<file path="src/design/pgtfl_pkg.sv">
// Package for the page table block: command codes and the request record
// that travels along the row of page cells. No dependencies.
package pgtfl_pkg;

    localparam int DEF_PAGES      = 64;
    localparam int DEF_STAMP_BITS = 32;
    localparam int PAGE_W         = 8;
    localparam int FRAME_W        = 6;

    typedef enum logic [2:0] {
        MODE_LOOKUP     = 3'd0,
        MODE_UPDATE     = 3'd1,
        MODE_VICTIM     = 3'd2,
        MODE_REVERSE    = 3'd3,
        MODE_INVALIDATE = 3'd4
    } mode_t;

    // Request record plus the partial result built up as it passes each cell.
    typedef struct packed {
        logic               active;
        mode_t              mode;
        logic [PAGE_W-1:0]  page;
        logic               ev;
        logic               em;
        logic [FRAME_W-1:0] ef;
        logic [FRAME_W-1:0] qf;
        logic               status;
        logic               found;
        logic               ov;
        logic               om;
        logic [FRAME_W-1:0] ofr;
        logic [FRAME_W-1:0] opg;
        logic [FRAME_W-1:0] vf;
    } pgtfl_req_t;

endpackage

</file>
<file path="src/design/pgtfl_cell.sv">
// One page cell: holds a single page entry and handles the passing request
// and registers it before handing it to the next cell. Depends on pgtfl_pkg.
module pgtfl_cell #(
    parameter int INDEX      = 0,
    parameter int STAMP_BITS = pgtfl_pkg::DEF_STAMP_BITS
) (
    input  logic                   clk,
    input  logic                   rst_n,
    input  logic                   policy,
    input  pgtfl_pkg::pgtfl_req_t  req_in,
    input  logic [STAMP_BITS-1:0]  acnt_in,
    input  logic [STAMP_BITS-1:0]  icnt_in,
    input  logic [STAMP_BITS-1:0]  best_in,
    output pgtfl_pkg::pgtfl_req_t  req_out,
    output logic [STAMP_BITS-1:0]  acnt_out,
    output logic [STAMP_BITS-1:0]  icnt_out,
    output logic [STAMP_BITS-1:0]  best_out
);
    import pgtfl_pkg::*;

    localparam logic [PAGE_W-1:0]  MY_PAGE  = PAGE_W'(INDEX);
    localparam logic [FRAME_W-1:0] MY_FRAME = FRAME_W'(INDEX % 64);

    logic                  valid_reg, valid_next;
    logic                  mod_reg, mod_next;
    logic [FRAME_W-1:0]    frame_reg, frame_next;
    logic [STAMP_BITS-1:0] astamp_reg, astamp_next;
    logic [STAMP_BITS-1:0] istamp_reg, istamp_next;
    pgtfl_req_t            req_reg, req_next;
    logic [STAMP_BITS-1:0] acnt_reg, icnt_reg, best_reg, best_next;
    logic [STAMP_BITS-1:0] sel_stamp;
    logic                  hit;

    assign hit       = (req_in.page == MY_PAGE);
    assign sel_stamp = policy ? astamp_reg : istamp_reg;

    always_comb
    begin
        valid_next  = valid_reg;
        mod_next    = mod_reg;
        frame_next  = frame_reg;
        astamp_next = astamp_reg;
        istamp_next = istamp_reg;
        req_next    = req_in;
        best_next   = best_in;
        if (req_in.active)
        begin
            case (req_in.mode)
                MODE_LOOKUP:
                begin
                    if (hit)
                    begin
                        req_next.ov  = valid_reg;
                        req_next.om  = mod_reg;
                        req_next.ofr = frame_reg;
                        if (policy)
                        begin
                            astamp_next = acnt_in;
                        end
                    end
                end
                MODE_UPDATE:
                begin
                    if (hit)
                    begin
                        valid_next  = req_in.ev;
                        mod_next    = req_in.em;
                        frame_next  = req_in.ef;
                        astamp_next = acnt_in;
                        istamp_next = icnt_in;
                    end
                end
                MODE_VICTIM:
                begin
                    if (valid_reg && (!req_in.found || sel_stamp < best_in))
                    begin
                        req_next.found = 1'b1;
                        req_next.vf    = frame_reg;
                        best_next      = sel_stamp;
                    end
                end
                MODE_REVERSE:
                begin
                    if (valid_reg && frame_reg == req_in.qf)
                    begin
                        req_next.ov     = 1'b1;
                        req_next.om     = mod_reg;
                        req_next.ofr    = frame_reg;
                        req_next.opg    = MY_FRAME;
                        req_next.status = 1'b0;
                    end
                end
                MODE_INVALIDATE:
                begin
                    valid_next  = 1'b0;
                    frame_next  = MY_FRAME;
                    astamp_next = '0;
                    istamp_next = '0;
                end
                default:
                begin
                end
            endcase
        end
    end

    always_ff @(posedge clk or negedge rst_n)
    begin
        if (!rst_n)
        begin
            valid_reg  <= 1'b0;
            mod_reg    <= 1'b0;
            frame_reg  <= MY_FRAME;
            astamp_reg <= '0;
            istamp_reg <= '0;
            req_reg    <= '0;
        end
        else
        begin
            valid_reg  <= valid_next;
            mod_reg    <= mod_next;
            frame_reg  <= frame_next;
            astamp_reg <= astamp_next;
            istamp_reg <= istamp_next;
            req_reg    <= req_next;
        end
    end

    always_ff @(posedge clk)
    begin
        acnt_reg <= acnt_in;
        icnt_reg <= icnt_in;
        best_reg <= best_next;
    end

    assign req_out  = req_reg;
    assign acnt_out = acnt_reg;
    assign icnt_out = icnt_reg;
    assign best_out = best_reg;

endmodule

</file>
<file path="config.mk">
export PLATFORM = sky130hd
export DESIGN_NAME = pgtfl_cell
export DESIGN_NICKNAME = d
export VERILOG_FILES = /design/src/design/pgtfl_pkg.sv /design/src/design/pgtfl_cell.sv
export SDC_FILE = /design/constraint.sdc
export NUM_CORES = 1
export LEC_CHECK = 0
export BUFFER_PORTS_ARGS = -buffer_cell sky130_fd_sc_hd__buf_2
export CAP_MARGIN = 20
export CORE_AREA = 10 10 203 148
export DETAILED_ROUTE_END_ITERATION = 12
export DIE_AREA = 0 0 213 158
export SLEW_MARGIN = 20
export SYNTH_ARGS = -nofsm -noshare
export SYNTH_HDL_FRONTEND = slang
export SYNTH_SLANG_ARGS = --single-unit
</file>
<file path="constraint.sdc">
create_clock -name clk -period 5.27 [get_ports clk]
set_clock_uncertainty 0.15 [all_clocks]
set_input_delay 0.7905 -clock clk [delete_from_list [all_inputs] [get_ports clk]]
set_output_delay 0.7905 -clock clk [all_outputs]
set_load 0.005 [all_outputs]
</file>
======== Word level (Yosys, flattened, before mapping) ========
Index checks and enable logic that the tools add are counted.
word-level totals
  register bits ........................... 216
  output and inout port bits .............. 144
  word-level logic and storage cells ...... 67
operators by class
  reductions and logical operators ........ 11
  equality and inequality tests ........... 8
  mux-type cells .......................... 25
  $lt $le $gt $ge ......................... 1
operators with widths
  kind                number
  $mux 32             8
  $pmux 32 s3         1
  $pmux 32 s2         1
  $lt 32x32->1        1
  $mux 6              4
  $mux 22             1
  $pmux 8 s2          1
  $mux 14             1
  $pmux 6 s2          1
  $logic_not 8->1     1
  $mux 8              1
  $eq 3x2->1 const B  2
  $eq 6x6->1          1
  $ne 2x2->1 const B  3
  $reduce_and 3->1    2
  $mux 1              5
  $reduce_and 5->1    1
  $eq 3x1->1 const B  1
  $eq 3x3->1 const B  1
  $logic_not 3->1     1
  $reduce_bool 3->1   1
  $logic_and 1x1->1   2
  $pmux 1 s2          1
  $reduce_bool 2->1   1
  2 further kinds     2

======== Longest topological paths before layout ========
  depth after elaboration ................. 7
  depth in mapped cells ................... 12
  depth with buffers taken out ............ 8

======== Worst setup path before layout ========
Ideal clock, no wire load.
  path kind ............................... input to register
  from .................................... input policy
  to ...................................... register req_reg (netlist bit req_out[0])
  path buffers ............................ 4
  data required time ...................... 4995 ps
  stages on the path ...................... 12
  arrival ................................. 3618 ps
  slack ................................... 1377 ps
  cell sequence ........................... clkbuf_1 clkbuf_1 mux2_2 ha_1 a211oi_1 nor2_1 a211oi_1 nand2_1 o41ai_2 buf_4 buf_6 mux2_2
RTL lines
  element                 line               text
  start: declaration      pgtfl_cell.sv:9    input logic policy,
  end signal: assignment  pgtfl_cell.sv:125  req_reg <= req_next;
  end: declaration        pgtfl_cell.sv:29   pgtfl_req_t req_reg, req_next;

======== Worst setup path after layout ========
  from .................................... input policy
  to ...................................... register best_reg[26], in the netlist best_out[26]
between the ends
  longest elaborated chain between the ends .. 7
ends and longest elaborated chain
  element                 line               text
  $mux 32 *               pgtfl_cell.sv:35   assign sel_stamp = policy ? astamp_reg : istamp_reg;
  $lt 32x32->1            pgtfl_cell.sv:75   if (valid_reg && (!req_in.found || sel_stamp < best_in))
  $logic_or 1x1->1        pgtfl_cell.sv:75
  $logic_and 1x1->1       pgtfl_cell.sv:75
  $mux 32 *               pgtfl_cell.sv:75
  $mux 32 *               pgtfl_cell.sv:48   case (req_in.mode)
  $mux 32 *               pgtfl_cell.sv:46   if (req_in.active)
  net best_next[26]       pgtfl_cell.sv:30   logic [STAMP_BITS-1:0] acnt_reg, icnt_reg, best_reg, best_next;
  end signal: assignment  pgtfl_cell.sv:133  best_reg <= best_next;
  end: declaration        pgtfl_cell.sv:30
Mark *: on every way through the listed nets, which the timed path passes. The rest lies on a longest branch.
A chain may end at the register's enable or synchronous reset.

==> results.sh <==
export IMPL_cts_tree="done"
export IMPL_htreeDepth=1
export IMPL_syn_cell_area_um2=7720
export IMPL_ir_drop_mv=0.240
export IMPL_rrSetupSlack_ns=2.01
export IMPL_pin_count=291
export IMPL_grt_pass1_wl_mm=37.2
export IMPL_end_kind="flip-flop"
export IMPL_wl_per_cell_um=19.8
export IMPL_rsz0062_at_grt="false"
export IMPL_ctsHoldBuffers=0
export IMPL_largest_register_ffs=48
export IMPL_muxShareOfSynthArea=0.115
export IMPL_fmax_ghz=0.264
export IMPL_hpwl_mm=18.8
export IMPL_gp_congestion=0.762
export IMPL_intPower_w=0.00296
export IMPL_track_usage=0.145
export IMPL_setup_viol=0
export IMPL_synth_xor_xnor_area_share=0.00681
export IMPL_ys_types=39
export IMPL_cp_slowest_cell="buf_2"
export IMPL_pwr_share_clk=0.442
export IMPL_max_stage_delay_ns=0.40
export IMPL_synth_top_area_frac=0.389
export IMPL_cp_max_fo=22
export IMPL_synth_top_family_by_area="multiplexers"
export IMPL_yosysTopAreaCell="dfrtp_1"
export IMPL_comb_power_share=0.094
export IMPL_cts_root_buf="clkbuf_16"
export IMPL_synth_seq_cells=216
export IMPL_crit_top_cell="mux2_2"
export IMPL_vias_per_cell=4.47
export IMPL_first_global_vias=6153
export IMPL_numPortBuffers=290
export IMPL_drt_wl_total_mm=25.1
export IMPL_critPathKind="primary input to flip-flop"
export IMPL_relSlewSlack=0.431
export IMPL_gr_total_overflow=0
export IMPL_p_leak_nw=5.19
export IMPL_slew_viol_final=0
export IMPL_avgSynthCellArea_um2=12.7
export IMPL_final_util=0.397
export IMPL_p_sw_frac=0.235
export IMPL_synth_edf_count=0
export IMPL_cp_start_kind="primary input"
export IMPL_synthAdderAreaFrac=0.0503
export IMPL_status="finished clean"
export IMPL_hold_violations=0
export IMPL_cp_required_ns=5.52
export IMPL_period_share=0.719
export IMPL_fp_dieArea_um2=33700
export IMPL_synthSimpleGateAreaFrac=0.0681
export IMPL_initial_utilization=0.294
export IMPL_drc=0
export IMPL_p_switching_w=0.000906
export IMPL_die_h_um=158
export IMPL_via_count=5651
export IMPL_fin_crit_ns=3.79
export IMPL_area_growth_pct=34.9
export IMPL_worst_pin_slew_ns=0.850
export IMPL_grt_antenna_before_repair=10
export IMPL_layout_nets=1081
export IMPL_synth_compound_area_frac=0.0901
export IMPL_row_count=50
export IMPL_coreArea_um2=26200
export IMPL_synth_area_leaders="dfrtp_1 39%, dfxtp_1 25%, mux2_2 11%"
export IMPL_clk_latency_ns=0.52
export IMPL_ant_nets=0
export IMPL_p_per_area_nw_per_um2=371
export IMPL_firstDrtPassIters=4
export IMPL_startpoint="policy"
export IMPL_path_cells="buf_2 -> buf_12 -> mux2_2 -> ha_1 -> a21oi_1 -> o21ai_0 -> a211oi_1 -> nand2_1 -> o41ai_4 -> buf_4 -> mux2_2"
export IMPL_yosys_warnings=0
export IMPL_r2r_start="istamp_reg[31]$_DFFE_PN0P_"
export IMPL_maxCapViolCount=0
export IMPL_clock_sinks=216
export IMPL_drt_initial_drc_count=261
export IMPL_netlist_instances=606
export IMPL_clkTransAtPathRegs_ns=0.06
export IMPL_ctsResizeCount=0
export IMPL_post_cts_buffers=0
export IMPL_async_flop_share=0.556
export IMPL_die_x_um=213
export IMPL_grt_start_max_net_pins=79
export IMPL_syn_nets=784
export IMPL_yosysSeqAreaShare=0.638
export IMPL_layout_drive_gt1_share=0.450
export IMPL_cts_made_buffers=24
export IMPL_hp_class="primary input to async pin"
export IMPL_arrival_ns=4.04
export IMPL_p_seq_frac=0.464
export IMPL_final_setup_tns_ns=0
export IMPL_clockBufferDepth=3
export IMPL_synthFlopType="dfrtp_1"
## cell usage after synthesis, types with 3 or more instances
master    instances
a211oi_1          5
a21oi_1           7
a22o_1           39
and2_1            7
clkbuf_1         22
dfrtp_1         120
dfxtp_1          96
ha_1             31
inv_1            34
mux2_2           74
mux2i_1           3
nand2_1          74
nand4_1           8
nor2_1            5
nor4_1            6
o21ai_0          41
xnor2_1           3
xor2_1            3
## metrics by stage
stage	hold WS, ns	total power, W	cell area [um^2]	setup slack, ns	std cells
finish	0.169	0.00386	10400	1.48	1265
global route	0.204	0.00406	10400	1.23	1260
CTS	0.177	0.00393	10400	1.41	1258
detailed placement	0.315	0.00219	9580	0.844	1215
global placement	0.305	0.00219	9580	1.01	1215
floorplan	0.294	0.00198	7720	1.38	606
## per-layer routing
| layer | global-route usage | vias up | wire (um) |
|---|---|---|---|
| met1 | 0.182 | 2699 | 11000 |
| met2 | 0.231 | 200 | 11200 |
| met5 | 0 | - | 36 |
| met4 | 0.0305 | 8 | 428 |
| met3 | 0.0581 | 34 | 2380 |
| li1 | - | 2710 | - |
## worst max-delay path: cells and delay by family
kind            cells  cell delay, ns
buf+inv             3            1.01
compound gates      4            0.96
mux                 2            0.74
fa+ha+maj           1            0.30
simple gates        1            0.18
## cell families (layout without fill, tap and decap cells)
| family | after synthesis | after routing |
|---|---|---|
| flops | 216 | 216 |
| simple gates | 113 | 113 |
| buf+inv | 60 | 374 |
| xor+xnor | 6 | 6 |
| compound gates | 101 | 101 |
| other cells | 0 | 7 |
| fa+ha+maj | 31 | 31 |
| mux | 79 | 79 |
## final timing paths
path                       depth (start not counted)                          to
min                                                1  istamp_reg[18]$_DFFE_PN0P_
min reg2reg                                        2   astamp_reg[3]$_DFFE_PN0P_
max in group asynchronous                          2       req_out[31]$_DFF_PN0_
min in group clk                                   1        acnt_out[19]$_DFF_P_
max reg2reg                                        8        best_out[26]$_DFF_P_
max                                               11        best_out[26]$_DFF_P_
## layout make-up
type	instances	area [um^2]
clock inverters	8	100
well taps	338	423
multi-input cells	330	2580
clock buffers	35	713
repair buffers	297	1520
inverters	34	128
flip-flops and latches	216	4920
diodes	7	17.5
fillers	2566	15800
## placed cells by master, fill, tap and decap left out, types with 6 or more instances in the layout
| cell type | count |
|---|---|
| buf_2 | 289 |
| dfrtp_1 | 120 |
| dfxtp_1 | 96 |
| mux2_2 | 74 |
| nand2_1 | 73 |
| o21ai_0 | 41 |
| a22o_1 | 39 |
| inv_1 | 34 |
| ha_1 | 31 |
| clkbuf_16 | 25 |
| nand4_1 | 8 |
| diode_2 | 7 |
| and2_1 | 7 |
| a21oi_1 | 7 |
| nor4_1 | 6 |
| buf_4 | 6 |
## power groups by stage
stage | clock network [W] | logic [W] | registers, W
finish | 0.00171 | 0.000363 | 0.00179
global route | 0.00184 | 0.000415 | 0.00180
floorplan | 0 | 0.000155 | 0.00182
detailed placement | 0 | 0.000370 | 0.00182
CTS | 0.00177 | 0.000373 | 0.00179
global placement | 0 | 0.000362 | 0.00182
Note: power is estimated with default switching activity, not from simulation.
